File: src/bgc_pkg.sv
// bgc_pkg: shared types, widths and grid mask functions for bitboard_group_count
// used by bgc_grow and bitboard_group_count; no dependencies
package bgc_pkg;

    localparam int OCC_W   = 64;
    localparam int COUNT_W = 5;
    localparam int MAX_SIDE = 8;

    typedef enum logic [1:0] {
        ST_IDLE,
        ST_SEED,
        ST_GROW,
        ST_DONE
    } bgc_state_t;

    // squares that lie inside a side by side grid
    function automatic logic [OCC_W-1:0] grid_mask_f(input int side);
        logic [OCC_W-1:0] m;
        m = '0;
        for (int i = 0; i < OCC_W; i++)
        begin
            if (i < side * side)
                m[i] = 1'b1;
        end
        return m;
    endfunction

    // squares of one column of a side by side grid
    function automatic logic [OCC_W-1:0] col_mask_f(input int side, input int col);
        logic [OCC_W-1:0] m;
        int               idx;
        m = '0;
        for (int r = 0; r < MAX_SIDE; r++)
        begin
            idx = r * side + col;
            if (r < side && idx < OCC_W)
                m[idx] = 1'b1;
        end
        return m;
    endfunction

endpackage

File: src/bitboard_group_count.sv
// bitboard_group_count: counts 8-connected groups of occupied squares on a grid
// sequence: each group is seeded from the lowest remaining square, grown until it stops changing,
// then removed from the remaining squares and counted; one dilation step per cycle while growing
// one transaction at a time: the next one is accepted in the idle state, after the result registers
// reset: asynchronous active low, clears the sequencer and the output valid flag
// depends on bgc_pkg and bgc_grow
module bitboard_group_count
    import bgc_pkg::*;
#(
    parameter int GRID_SIDE = 8
)
(
    input  logic               clk,
    input  logic               rst_n,
    input  logic               in_valid,
    output logic               in_ready,
    input  logic [OCC_W-1:0]   occupancy,
    output logic               out_valid,
    input  logic               out_ready,
    output logic [COUNT_W-1:0] group_count
);

    localparam logic [OCC_W-1:0] GRID_MASK = grid_mask_f(GRID_SIDE);

    bgc_state_t         state_reg, state_next;
    logic [OCC_W-1:0]   left_reg, left_next;
    logic [OCC_W-1:0]   region_reg, region_next;
    logic [COUNT_W-1:0] count_reg, count_next;
    logic               out_valid_reg, out_valid_next;
    logic [COUNT_W-1:0] result_reg, result_next;

    logic [OCC_W-1:0]   lowest;
    logic [OCC_W-1:0]   grown;
    logic               changed;
    logic               out_free;

    bgc_grow #(
        .GRID_SIDE (GRID_SIDE)
    ) u_grow (
        .region  (region_reg),
        .left    (left_reg),
        .grown   (grown),
        .changed (changed)
    );

    assign lowest   = left_reg & (~left_reg + {{(OCC_W-1){1'b0}}, 1'b1});
    assign out_free = !out_valid_reg || out_ready;

    // next state
    always_comb
    begin
        state_next = state_reg;
        unique case (state_reg)
            ST_IDLE:
            begin
                if (in_valid)
                    state_next = ST_SEED;
            end
            ST_SEED:
            begin
                if (left_reg == '0)
                    state_next = ST_DONE;
                else
                    state_next = ST_GROW;
            end
            ST_GROW:
            begin
                if (!changed)
                    state_next = ST_SEED;
            end
            ST_DONE:
            begin
                if (out_free)
                    state_next = ST_IDLE;
            end
            default: state_next = ST_IDLE;
        endcase
    end

    // datapath and outputs
    always_comb
    begin
        in_ready       = 1'b0;
        left_next      = left_reg;
        region_next    = region_reg;
        count_next     = count_reg;
        result_next    = result_reg;
        out_valid_next = out_valid_reg && !out_ready;
        unique case (state_reg)
            ST_IDLE:
            begin
                in_ready = 1'b1;
                if (in_valid)
                begin
                    left_next  = occupancy & GRID_MASK;
                    count_next = '0;
                end
            end
            ST_SEED:
            begin
                region_next = lowest;
            end
            ST_GROW:
            begin
                if (changed)
                    region_next = grown;
                else
                begin
                    left_next  = left_reg & ~region_reg;
                    count_next = count_reg + {{(COUNT_W-1){1'b0}}, 1'b1};
                end
            end
            ST_DONE:
            begin
                if (out_free)
                begin
                    result_next    = count_reg;
                    out_valid_next = 1'b1;
                end
            end
            default: in_ready = 1'b0;
        endcase
    end

    always_ff @(posedge clk or negedge rst_n)
    begin
        if (!rst_n)
        begin
            state_reg     <= ST_IDLE;
            out_valid_reg <= 1'b0;
        end
        else
        begin
            state_reg     <= state_next;
            out_valid_reg <= out_valid_next;
        end
    end

    always_ff @(posedge clk)
    begin
        left_reg   <= left_next;
        region_reg <= region_next;
        count_reg  <= count_next;
        result_reg <= result_next;
    end

    assign out_valid   = out_valid_reg;
    assign group_count = result_reg;

    // a new result only comes out of the done state
    assert property (@(posedge clk) disable iff (!rst_n)
        $rose(out_valid_reg) |-> $past(state_reg == ST_DONE))
        else $error("result appeared outside done state");

    // the growing region never leaves the remaining squares
    assert property (@(posedge clk) disable iff (!rst_n)
        (state_reg == ST_GROW) |-> ((region_reg & ~left_reg) == '0))
        else $error("region outside remaining squares");

    // a growing region always holds its seed
    assert property (@(posedge clk) disable iff (!rst_n)
        (state_reg == ST_GROW) |-> (region_reg != '0))
        else $error("empty region while growing");

    // an accepted transaction starts the first seed step
    assert property (@(posedge clk) disable iff (!rst_n)
        (in_valid && in_ready) |=> (state_reg == ST_SEED))
        else $error("accepted transaction did not start seeding");

endmodule

File: src/bgc_grow.sv
// bgc_grow: one-step eight-direction dilation unit, no wrap across edges
// masked by the remaining squares; depends on bgc_pkg
module bgc_grow
    import bgc_pkg::*;
#(
    parameter int GRID_SIDE = 8
)
(
    input  logic [OCC_W-1:0] region,
    input  logic [OCC_W-1:0] left,
    output logic [OCC_W-1:0] grown,
    output logic             changed
);

    localparam int               S         = GRID_SIDE;
    localparam logic [OCC_W-1:0] GRID_MASK = grid_mask_f(GRID_SIDE);
    localparam logic [OCC_W-1:0] NO_LEFT   = GRID_MASK & ~col_mask_f(GRID_SIDE, 0);
    localparam logic [OCC_W-1:0] NO_RIGHT  = GRID_MASK & ~col_mask_f(GRID_SIDE, GRID_SIDE - 1);

    logic [OCC_W-1:0] to_lower;
    logic [OCC_W-1:0] to_higher;
    logic [OCC_W-1:0] spread;

    always_comb
    begin
        to_lower  = region & NO_LEFT;
        to_higher = region & NO_RIGHT;
        spread    = (to_higher << 1) | (to_lower >> 1)
                  | (region << S) | (region >> S)
                  | (to_higher << (S + 1)) | (to_lower << (S - 1))
                  | (to_higher >> (S - 1)) | (to_lower >> (S + 1));
        grown     = (region | (spread & GRID_MASK)) & left;
        changed   = (grown != region);
    end

endmodule
File: config.mk
export PLATFORM = sky130hd
export DESIGN_NAME = bitboard_group_count
export DESIGN_NICKNAME = d
export VERILOG_FILES = /design/src/bgc_pkg.sv /design/src/bitboard_group_count.sv /design/src/bgc_grow.sv
export SDC_FILE = /design/constraint.sdc
export NUM_CORES = 1
export LEC_CHECK = 0
export BUFFER_PORTS_ARGS = -buffer_cell sky130_fd_sc_hd__buf_4
export CELL_PAD_IN_SITES_DETAIL_PLACEMENT = 0
export CELL_PAD_IN_SITES_GLOBAL_PLACEMENT = 1
export CORE_MARGIN = 2
export CORE_UTILIZATION = 30
export CTS_BUF_LIST = sky130_fd_sc_hd__clkbuf_16
export DETAILED_ROUTE_END_ITERATION = 7
export PLACE_DENSITY_LB_ADDON = 0.1
export SLEW_MARGIN = 20
export SYNTH_ARGS = -nofsm -noshare
export SYNTH_HDL_FRONTEND = slang
export SYNTH_SLANG_ARGS = --single-unit
File: constraint.sdc
create_clock -name clk -period 7.35 [get_ports clk]
set_input_delay 1.47 -clock clk [delete_from_list [all_inputs] [get_ports clk]]
set_output_delay 1.47 -clock clk [all_outputs]
set_load 0.005 [all_outputs]
# --- Word-level counts from Yosys, hierarchy flattened ---
# Index checks and enable logic that the tools add are counted.
word_totals:
  word_cells: 57
  input_bits: 68
  register_bits: 141
  output_inout_bits: 7
classes:
  addsub: 2
  n_reduce_logical: 12
  n_eq_ne: 8
  bitwise: 13
  mux: 16
ops:
  columns: ["cell", "n"]
  rows:
  - ["one-hot mux 64 bit (2 select lines)", 2]
  - ["bitwise AND 64 bit", 3]
  - ["2-to-1 mux 64 bit", 3]
  - ["bitwise OR 64 bit", 3]
  - ["NOT 64 bit", 2]
  - ["bitwise OR 64 x 56 -> 64 bit", 2]
  - ["bitwise OR 64 x 63 -> 64 bit", 2]
  - ["adder 64 x 1 -> 64 bit, second input constant", 1]
  - ["logical NOT 64 bit", 1]
  - ["!= test 64 bit", 1]
  - ["bitwise OR 64 x 55 -> 64 bit", 1]
  - ["2-to-1 mux 5 bit", 2]
  - ["one-hot mux 5 bit (2 select lines)", 1]
  - ["!= test 2 bit, second input constant", 4]
  - ["one-hot mux 2 bit (4 select lines)", 1]
  - ["2-to-1 mux 2 bit", 3]
  - ["AND reduction 3 bit", 2]
  - ["adder 5 x 1 -> 5 bit, second input constant", 1]
  - ["equality test 2 bit, second input constant", 2]
  - ["2-to-1 mux 1 bit", 4]
  - ["AND reduction 2 bit", 2]
  - ["nonzero test 2 bit", 2]
  - ["equality test 2 x 1 -> 1 bit, second input constant", 1]
  - ["logical NOT 1 bit", 2]
  - ["3 further kinds", 3]

# --- Logic depth before layout (Yosys ltp) ---
# Gate-level depths: netlist of run 1.
depth:
  depth_word: 12
  mapped_depth: 8
  mapped_depth_nobuf: 7

# --- Cells and area by module ---
# Synthesis of run 1 repeated with hierarchy kept, for this count alone.
hier_totals:
  cells_unflattened: 929
  area_unflattened_um2: 8763.4
modules_own_cells:
  columns: ["module", "instances", "seq_area_each_um2", "area_per_inst_um2", "cells_per_inst"]
  rows:
  - ["bitboard_group_count", 1, 4219.0, 6786.5, 610]
  - ["bgc_grow", 1, 0.0, 1976.9, 319]

# --- Worst setup path before layout of run 1 ---
# Ideal clock, no wire load.
synth_timing:
  path_kind: "register -> register"
  startpoint: "register region_reg[61]"
  endpoint: "register count_reg[0], enable pin"
  path_stages_with_launch: 8
  slack_ns: -0.644
  arrival_time_ns: 7.403
  required_ns: 6.759
  n_path_buf: 0
  setup_ns: 0.591
  period_less_slack_ns: 7.994
  cell_sequence: "edfxtp_1 nor4_4 nor3b_4 a21oi_1 or4_1 or4_1 or4_4 o21ai_0"
synth_between:
  elab_chain_cells: 12
synth_rtl:
  columns: ["element", "line_no", "rtl"]
  rows:
  - ["start: declaration", "bitboard_group_count.sv:27", "logic [OCC_W-1:0] region_reg, region_next;"]
  - ["start signal: assignment", "bitboard_group_count.sv:142", "region_reg <= region_next;"]
  - ["bitwise OR 64 x 63 -> 64 bit", "bgc_grow.sv:28", "spread = (to_higher << 1) | (to_lower >> 1)"]
  - ["bitwise OR 64 bit", "bgc_grow.sv:29", "| (region << S) | (region >> S)"]
  - ["bitwise OR 64 x 56 -> 64 bit", "bgc_grow.sv:29", null]
  - ["bitwise OR 64 bit", "bgc_grow.sv:30", "| (to_higher << (S + 1)) | (to_lower << (S - 1))"]
  - ["bitwise OR 64 x 63 -> 64 bit", "bgc_grow.sv:30", null]
  - ["bitwise OR 64 x 56 -> 64 bit", "bgc_grow.sv:31", "| (to_higher >> (S - 1)) | (to_lower >> (S + 1));"]
  - ["bitwise OR 64 x 55 -> 64 bit", "bgc_grow.sv:31", null]
  - ["bitwise OR 64 bit", "bgc_grow.sv:32", "grown = (region | (spread & GRID_MASK)) & left;"]
  - ["bitwise AND 64 bit", "bgc_grow.sv:32", null]
  - ["!= test 64 bit *", "bgc_grow.sv:33", "changed = (grown != region);"]
  - ["!= test 2 bit (no source line) *", null, null]
  - ["AND reduction 3 bit (no source line) *", null, null]
  - ["end signal: assignment", "bitboard_group_count.sv:143", "count_reg <= count_next;"]
  - ["end: declaration", "bitboard_group_count.sv:28", "logic [COUNT_W-1:0] count_reg, count_next;"]
# Mark *: on every way between the ends. The rest lies on a longest branch, timed or not.
# A chain may end at the register's enable or synchronous reset.

# --- Worst setup path after layout of run 1 ---
layout_timing:
  startpoint: "register region_reg[27]"
  endpoint: "register left_reg[35], enable pin"
layout_between:
  elab_chain_cells: 12
layout_rtl:
  columns: ["element", "line_no", "rtl"]
  rows:
  - ["bitwise OR 64 x 63 -> 64 bit", "bgc_grow.sv:28", null]
  - ["bitwise OR 64 bit", "bgc_grow.sv:29", null]
  - ["bitwise OR 64 x 56 -> 64 bit", "bgc_grow.sv:29", null]
  - ["bitwise OR 64 bit", "bgc_grow.sv:30", null]
  - ["bitwise OR 64 x 63 -> 64 bit", "bgc_grow.sv:30", null]
  - ["bitwise OR 64 x 56 -> 64 bit", "bgc_grow.sv:31", null]
  - ["bitwise OR 64 x 55 -> 64 bit", "bgc_grow.sv:31", null]
  - ["bitwise OR 64 bit", "bgc_grow.sv:32", null]
  - ["bitwise AND 64 bit", "bgc_grow.sv:32", null]
  - ["!= test 64 bit *", "bgc_grow.sv:33", null]
  - ["!= test 2 bit (no source line) *", null, null]
  - ["AND reduction 3 bit (no source line) *", null, null]
  - ["end signal: assignment", "bitboard_group_count.sv:141", "left_reg <= left_next;"]
  - ["end: declaration", "bitboard_group_count.sv:26", "logic [OCC_W-1:0] left_reg, left_next;"]
# Marked as above.

==> results of run 1 <==
cell families after synthesis:
kind of cell | Yosys count
AND/OR/NAND/NOR | 442
AO/OA/AOI/OAI | 223
flip-flops | 141
buffers and inverters | 82
XOR/XNOR | 3
adder cells (fa/ha/maj) | 1
worst max-delay path, cell delays in order, from the launching register on:
cell and delay (ps):
edfxtp_1 580, nor4_1 700, a31oi_1 210, nor4_1 680
o21ai_0 310, or4_1 480, or4_4 590, o21ai_4 410
buf_4 480
placed cells by master (no fill, tap or decap), types with 4 or more instances in the layout:
master and instances:
a41oi_1 5, nand2b_1 49, a21oi_1 29, nor4_4 4
buf_4 80, nand3_1 21, o21ai_0 71, inv_6 4
or4_1 14, o21a_1 21, nand4_1 10, edfxtp_1 138
and2_1 7, nand2_1 129, o211a_1 7, nor3_1 37
o22ai_1 28, or3_1 12, inv_1 54, nor4_1 40
clkbuf_16 17, a31oi_1 33, nor2_1 60, o2111ai_1 4
and3_1 21, nor2b_1 15
final cells by class:
cell class,instances,area [um^2],area share (%)
Clock buffer,17,425,4.29
Clock inverter,15,138,1.39
Inverter,54,203,2.04
Multi-Input combinational cell,669,3830,38.6
Sequential cell,141,4220,42.5
Tap cell,378,473,4.77
Timing Repair Buffer,81,628,6.33
power by group through the flow:
stage / registers (mW) / clock network (mW) / logic [mW]
after floorplan: 1.66 / 0 / 1.19
after CTS: 1.84 / 0.877 / 1.87
final: 1.85 / 0.864 / 1.90
after global routing: 1.88 / 0.907 / 2.06
after global placement: 1.86 / 0 / 1.89
after detailed placement: 1.85 / 0 / 1.87
through the flow:
stage | utilization (%) | setup WS, ps | cells | cell area, um^2
2_1_floorplan | - | 1220 | 892 | 8330
3_3_place_gp | 33.8 | 2160 | 1322 | 9330
5_1_grt | 36.0 | 2430 | 1355 | 9920
3_5_place_dp | 33.8 | 2040 | 1322 | 9330
4_1_cts | 35.9 | 2010 | 1354 | 9890
6_report | 36.0 | 2490 | 1355 | 9920
worst max path at each step:
stage | startpoint | endpoint | slack [ps]
2_1_floorplan | region_reg[61] | count_reg[0] | 1220
3_3_place_gp | region_reg[27] | left_reg[32] | 2160
3_5_place_dp | region_reg[27] | left_reg[32] | 2040
4_1_cts | region_reg[27] | left_reg[35] | 2010
5_1_grt | region_reg[27] | left_reg[35] | 2430
6_report | region_reg[27] | left_reg[35] | 2490
metal layers:
layer | vias up | part of all wire (%)
met4 | 0 | 2.7
met1 | 3766 | 45
met3 | 53 | 5.1
met5 | - | 0
li1 | 3506 | -
met2 | 277 | 48
==> metrics.txt, run 1 <==
GRT met2 Usage=between 30% and 40%; Clock Skews=13.9 ps; Internal Power=between 2 and 2.5 mW; clock tree sinks=141; GRT busiest layer=met2; DR vias=7602; Max-Cap Viols=0; flops & latches, synth=141; post-synthesis adder-cell area fraction=0.150%; Final GP Congestion=0.943; fraction of layout cells with a size suffix above 1=between 10% and 20%; TritonCTS Buffers=17; Synth Instances=between 800 and 900; register area share after synthesis=50.6%; switch share=a little under half; largest net degree at the start of global routing=between 60 and 70; Pleak=3.62 nW; synth-to-layout area growth=19.0%; Psw=about 2.2 mW; Synth Area in Simple Gates=28.4%; # DRC=0; most common cell in the netlist=edfxtp_1; top cell type's share of synthesized area=49.7%; # rows=61; width of the die=171 um; RSZ-0062 raised after global routing=no; total die area=29100 um^2; crit path kind=flip-flop to flip-flop; Filler Cell Count=2876; CTS max path bufs=2; max frequency=206 MHz; Worst R2R Setup Slack=2490 ps; hold endpoint=group_count[1]; part of the power in the clock network=18.7%; Die H=about 170 um; largest area contributor in the netlist=edfxtp_1; Netlist Area Pre-Place=around 8300 um^2; final wirelength=~34 mm; effective utilization at floorplan=30.2%; met3 Usage GRT=3.49%; VDD IR max=188 uV; cts repair resizes=0; average size of a mapped cell=9.34 um^2; Max-slew headroom=31.8%; critical path peak fanout=31; CP Data Required Time=7430 ps; ANT cells=0; Post-Syn Nets=961; Compound-Gate Fraction of Synth Area=between 15 and 20%; Critical R2R Capture=left_reg[35]; Reg power frac=between 40 and 50%; clock root buffer master=clkbuf_16; IO Pins=75; fin crit period=4860 ps; first-pass GRT wire length=slightly below 50 mm; final hold slack=491 ps; reg2reg start=region_reg[27]; Tot Pwr=around 4.6 mW; Setup TNS=0 ps; Routed Antenna Nets=0; xor and xnor area share after synthesis=less than 1%; Synth area leaders=edfxtp_1 (50%), nand2_1 (5.9%), o21ai_0 (4.3%); Main synth FF type=edfxtp_1; hold_sp=count_reg[1]; vias in the first global route=7382; CTS tree=done; HPWL after DPL=25.7 mm; largest family of logic cells by synthesized area=simple AND/OR/NAND/NOR gates; postcts setup bufs=0; initial antenna violation count=0; total gr overflow=0; EDFF count, synth=138; mux contribution to synthesized area=0%; H-Tree Depth=4; status=completed; Tcrit/Tclk final=66.1%; routed len/inst=25.0 um; vias per std cell=approximately 5.6; HP Class=flip-flop to flip-flop; final max-slew violation count=0; Post-synth top cells=edfxtp_1 (138), nand2_1 (130), o21ai_0 (72), nor2_1 (60), inv_1 (54); GRT met1 Usage=32.3%; final setup fails=0; Gate power share=41.1%; worst skew pair latency=roughly 440 ps; Post-CTS Hold Fix Bufs=0; endpoints failing hold=0; # nets final=1033; Setup crit end kind=flip-flop; Pre-antenna DRT Iters=6; gr usage total=between 20% and 30%; synth unique cells=55; area of the core=27600 um^2; Worst Tran Pin Value=1020 ps; asr flop ratio synth=2.13%; Synthesis Warnings=0; Critical Path Start Type=flip-flop; port buffer count=74; cells on worst reg2reg path=8; initial DRC count=688; PwrDens=465 nW/um^2; WP data arrival=4930 ps; WHS Path Cells=0; Worst-path clk slew=roughly 70 ps
Power figures use the tool's default switching activity.
==> run 2: changes to the inputs <==
--- a/config.mk
+++ b/config.mk
@@ -5,6 +5,7 @@
 export SDC_FILE = /design/constraint.sdc
 export NUM_CORES = 1
 export LEC_CHECK = 0
+export ABC_AREA = 1
 export BUFFER_PORTS_ARGS = -buffer_cell sky130_fd_sc_hd__buf_4
 export CELL_PAD_IN_SITES_DETAIL_PLACEMENT = 0
 export CELL_PAD_IN_SITES_GLOBAL_PLACEMENT = 1
==> constraint.sdc (replaced) <==
create_clock -name clk -period 4.05 [get_ports clk]
set_input_delay 0.81 -clock clk [delete_from_list [all_inputs] [get_ports clk]]
set_output_delay 0.81 -clock clk [all_outputs]
set_load 0.005 [all_outputs]
==> run 2 against run 1 <==
Via count rose by 20%; global-route usage grew 0.37 points; wire length increased by 11%; final cell count increased by 30%; total power rose by 130%; critical path depth up 5.
==> metrics.txt, run 2 <==
GRT met2 Usage=38.9%; Clock Skews=between 9 and 10 ps; Routed Antenna Nets=0; # DRC=0; Synthesis Warnings=0; final wirelength=37.5 mm; Post-Syn Nets=approximately 1400; Critical Path Start Type=flip-flop; largest net degree at the start of global routing=96; fin crit period=3010 ps; Crit path depth=13; Post-synth top cells=nand2_1 (362), nor2_1 (227), inv_1 (157), edfxtp_1 (138), nand3_1 (108); Setup TNS=0 ps; Final GP Congestion=0.920; HP Class=input port to asynchronous set/reset pin; crit-path most repeated cell=nand2_1; top cell type's share of synthesized area=between 40 and 50%; worst skew pair latency=430 ps; gr usage total=a little under a quarter; largest area contributor in the netlist=edfxtp_1; Crit path largest cell delay=510 ps; H-Tree Depth=4; effective utilization at floorplan=30.3%; crit path buf inv count=1; crit path kind=flip-flop to flip-flop; most frequent cells in the layout=nand2_1 (361), nor2_1 (225), inv_1 (157), edfxtp_1 (138), nand3_1 (108); Filler Cell Count=roughly 3300; multi-input logic area=4280 um^2; Synth Instances=1281; CP cell instances=nor2_1 > nand3_1 > or2_1 > nand2_1 > nand2_1 > nand2_1 > nor2_1 > nand3_1 > nor2_1 > nand2_1 > nand2_1 > nand2_2 > buf_4; DR vias=about 9000; CTS tree=done; Synth area leaders=edfxtp_1 (45%), nand2_1 (15%), nor2_1 (9.3%); cells on worst reg2reg path=13; width of the die=approximately 180 um; Worst Tran Pin Value=673 ps; Main synth FF type=edfxtp_1; CP Data Required Time=just over 4000 ps; switch share=between 50% and 60%; Internal Power=approximately 5.2 mW; largest family of logic cells by synthesized area=simple AND/OR/NAND/NOR gates; mux contribution to synthesized area=0%; reg2reg start=region_reg[17]; asr flop ratio synth=under 10%; postcts setup bufs=0; ANT cells=0; synth unique cells=37; total gr overflow=0; RSZ-0062 raised after global routing=no; vias per std cell=~5.2; GRT busiest layer=met2; status=completed; GRT met1 Usage=about 33%; flip-flop and latch area=4220 um^2; EDFF count, synth=138; TritonCTS Buffers=17; total die area=roughly 32000 um^2; Post-CTS Hold Fix Bufs=0; average size of a mapped cell=7.18 um^2; commonest non-fill, non-tap cell in the layout=nand2_1; Netlist Area Pre-Place=9190 um^2; met3 Usage GRT=approximately 3.3%; critical path peak fanout=40; clock tree sinks=141; clock root buffer master=clkbuf_16; initial DRC count=around 850; # nets final=1424; CTS max path bufs=2; port buffer count=74; WP data arrival=3070 ps; Reg power frac=37.4%; Compound-Gate Fraction of Synth Area=under 10%; HPWL after DPL=29.0 mm; IO Pins=75; first-pass GRT wire length=56.2 mm; most common cell in the netlist=nand2_1; Die H=179 um; Synth Area in Simple Gates=36.9%; Tcrit/Tclk final=approximately three quarters; vias in the first global route=8955; Gate power share=44.8%; PwrDens=970 nW/um^2; part of the power in the clock network=17.7%; synth-to-layout area growth=18.9%; Worst-path clk slew=70 ps; # rows=between 60 and 70; Max-Cap Viols=0; max frequency=between 300 and 400 MHz; Cell Count, Final, Fillers Out=1764; fraction of layout cells with a size suffix above 1=10.1%; Slowest-stage cell, CP=buf_4; area of the core=30300 um^2; Pleak=roughly 4.6 nW; post-synthesis adder-cell area fraction=0.136%; VDD IR max=563 uV; placed cell count=1732; Setup crit end kind=flip-flop; xor and xnor area share after synthesis=0.191%; Crit path max-delay family=simple AND/OR/NAND/NOR gates; flops & latches, synth=141; routed len/inst=21.3 um; Worst R2R Setup Slack=1040 ps; final setup fails=0; final max-slew violation count=0; Max-slew headroom=55.1%; register area share after synthesis=45.9%; Psw=5.40 mW; initial antenna violation count=0; endpoints failing hold=0; Critical R2R Capture=region_reg[30]; cts repair resizes=0; Pre-antenna DRT Iters=5
## run 2: cell count changes after synthesis, sizes merged, moves of 26 or more
cell / delta
nand2b: -49
a31oi: -31
nand2: +236
nand3: +87
nor4: -30
o22ai: -26
nor2: +173
inv: +105
## run 2: per-stage QoR
stage / setup slack, ps / total power, mW / instance area (um^2) / utilization [%] / hold slack, ps
final: 1040 / 10.6 / 10900 / 36.0 / 148
after global routing: 728 / 11.3 / 10900 / 36.0 / 138
after CTS: 1040 / 10.6 / 10900 / 36.0 / 136
after detailed placement: 1050 / 8.69 / 10300 / 33.8 / 447
after global placement: 1020 / 8.74 / 10300 / 33.8 / 445
after floorplan: 276 / 6.52 / 9200 / - / 426
## run 2: worst reg2reg max path: stages, from the launching register on
cell and delay [ps]:
edfxtp_1 470, nor2_1 450, nand3_1 200, or2_1 260
nand2_1 80, nand2_1 60, nand2_1 80, nor2_1 60
nand3_1 60, nor2_1 50, nand2_1 90, nand2_1 110
nand2_2 100, buf_4 510
## run 2: worst max-delay path by stage
stage | startpoint | to
floorplan | region_reg[17] | count_reg[0]
global placement | region_reg[17] | left_reg[22]
detailed placement | region_reg[17] | left_reg[19]
CTS | region_reg[17] | left_reg[14]
global route | region_reg[17] | left_reg[14]
finish | region_reg[17] | region_reg[30]
## run 2: power by group through the flow
stage / sequential (mW) / combinational [mW] / clock [mW]
3_5_place_dp: 3.95 / 4.74 / 0
3_3_place_gp: 3.97 / 4.77 / 0
4_1_cts: 3.93 / 4.76 / 1.91
5_1_grt: 4.06 / 5.30 / 1.95
2_1_floorplan: 3.50 / 3.02 / 0
6_report: 3.97 / 4.75 / 1.88
## run 2: area by class of cell
cell class                      instances  area share, %
Clock buffer                           17           3.89
Sequential cell                       141           38.6
Timing Repair Buffer                   83           5.93
Multi-Input combinational cell        951           39.2
Clock inverter                         15           2.27
Tap cell                              396           4.53
Inverter                              161           5.59
## run 2: kinds of logic (layout without fill, tap and decap cells)
| family | count (synthesis) | count (layout) |
|---|---|---|
| AO/OA/AOI/OAI | 147 | 147 |
| buffers and inverters | 189 | 276 |
| flip-flops | 141 | 141 |
| XOR/XNOR | 2 | 2 |
| AND/OR/NAND/NOR | 801 | 801 |
| adder cells (fa/ha/maj) | 1 | 1 |
## run 2: per-layer routing
layer,vias to the layer above,share of wire (%)
met5,-,0
met4,0,2.2
met3,41,5.7
met2,341,46
met1,4315,46
li1,4437,-
==> run 3: changes to the inputs <==
==> constraint.sdc (replaced) <==
create_clock -name clk -period 2.99 [get_ports clk]
set_input_delay 0.598 -clock clk [delete_from_list [all_inputs] [get_ports clk]]
set_output_delay 0.598 -clock clk [all_outputs]
set_load 0.005 [all_outputs]
==> run 3 against run 2 <==
Maximum frequency rose by 7.0%; clock power rose by 29%; first-iteration DRC count rose by 19%; total power rose by 42%; utilization rose by 1.6 points; worst hold slack improved by 230 ps.
==> metrics.txt, run 3 (same netlist as run 2, synthesis figures left out) <==
status=completed; vias per std cell=5.17; total die area=between 30000 and 40000 um^2; CP Data Required Time=3120 ps; fin crit period=2810 ps; port buffer count=74; commonest non-fill, non-tap cell in the layout=nand2_1; Final GP Congestion=between 0.9 and 1; initial antenna violation count=1; Critical Path Start Type=flip-flop; largest net degree at the start of global routing=69; Max-slew headroom=56.1%; Routed Antenna Nets=0; HP Class=input port to flip-flop; worst skew pair latency=440 ps; Worst Tran Pin Value=658 ps; max frequency=356 MHz; Pleak=just under 5 nW; Cell Count, Final, Fillers Out=1814; Max-Cap Viols=0; effective utilization at floorplan=30.3%; critical path peak fanout=19; PwrDens=between 1000 and 1500 nW/um^2; DR vias=9381; VDD IR max=455 uV; routed len/inst=21.3 um; Filler Cell Count=approximately 3300; final max-slew violation count=0; H-Tree Depth=4; placed cell count=between 1500 and 2000; fraction of layout cells with a size suffix above 1=between 10 and 15%; CTS max path bufs=2; final setup fails=0; Placement Setup Slack=71.4 ps; Clock Skews=16.0 ps; Worst-path clk slew=70 ps; width of the die=179 um; TritonCTS Buffers=17; area of the core=30300 um^2; HPWL after DPL=30.1 mm; # nets final=1474; clock root buffer master=clkbuf_16; most frequent cells in the layout=nand2_1 (360), nor2_1 (221), inv_1 (158), edfxtp_1 (138), buf_4 (123); Pre-antenna DRT Iters=7; # rows=64; RSZ-0062 raised after global routing=no; total gr overflow=0; flip-flop and latch area=about 4200 um^2; endpoints failing hold=0; CTS tree=done; initial DRC count=between 1000 and 1500; Setup TNS=0 ps; crit path kind=flip-flop to flip-flop; Die H=179 um; Tcrit/Tclk final=~94%; IO Pins=75; post-route worst setup slack=178 ps; # DRC=0; first-pass GRT wire length=56.9 mm; final wirelength=38.7 mm; WP data arrival=a little under 3000 ps; vias in the first global route=9051; synth-to-layout area growth=24.0%; multi-input logic area=4300 um^2; clock tree sinks=141; Setup crit end kind=flip-flop; gr usage total=about 25%
run 3: worst paths after layout:
| path | start | cells past startpoint | slack (ps) | to |
|---|---|---|---|---|
| setup / recovery | region_reg[38] | 16 | 180 | left_reg[29] |
| hold / removal | out_ready | 2 | 370 | out_valid |
| setup reg to reg | region_reg[38] | 16 | 180 | left_reg[29] |
| hold reg to reg | count_reg[4] | 0 | 470 | group_count[4] |
| max in group asynchronous | rst_n | 2 | 2410 | out_valid |
| min in group asynchronous | rst_n | 2 | 490 | state_reg[1] |
run 3: final cells by class:
type | instances | share of cell area, %
tap | 396 | 4.35
clock inverter | 14 | 1.93
sequential | 141 | 37.0
timing repair buffer | 133 | 9.86
clock buffer | 17 | 3.73
antenna | 1 | 0.0220
inverter | 161 | 5.36
multi-input combinational | 951 | 37.7
run 3: layer usage:
metal	up-vias	part of all wire (%)	global-route usage (%)
met2	358	45	38.8
met4	0	2.7	8.71
met1	4436	45	33.9
met5	-	0	0
met3	50	6.8	3.84
li1	4537	-	-
run 3: per-stage QoR:
stage | hold slack, ps | instance area (um^2) | utilization (%) | power [mW]
floorplan | 302 | 9220 | - | 8.83
global route | 380 | 11400 | 37.6 | 16.1
CTS | 358 | 11300 | 37.3 | 14.9
finish | 375 | 11400 | 37.6 | 15.1
global placement | 389 | 10700 | 35.1 | 12.5
detailed placement | 390 | 10700 | 35.1 | 12.4
run 3: worst max-delay path: stages (launching register included):
cell and delay, ps:
edfxtp_1 430, buf_4 170, nor2_1 220, nand3_1 180, o21ai_0 180, inv_1 70, nor2_1 210, nand3_1 110
nor2_1 90, nand2_1 50, nor2_1 80, nand2_1 100, nand2_2 80, nand2_1 80, nor2_4 110, buf_12 140
buf_12 180
run 3: repair_timing:
| action | CTS | global route |
|---|---|---|
| endpoints found under the hold margin | 3 | 0 |
| buffers inserted | 0 | 1 |
| hold buffers | 1 | 0 |
| resized for setup | 0 | 4 |
| endpoints found under the setup margin | 0 | 69 |
run 3: power by group:
part	switching [mW]	internal, mW	total, mW
clock network	0.951	1.48	2.43
logic	5.15	2.31	7.46
registers	1.39	3.79	5.18
total	7.50	7.58	15.1
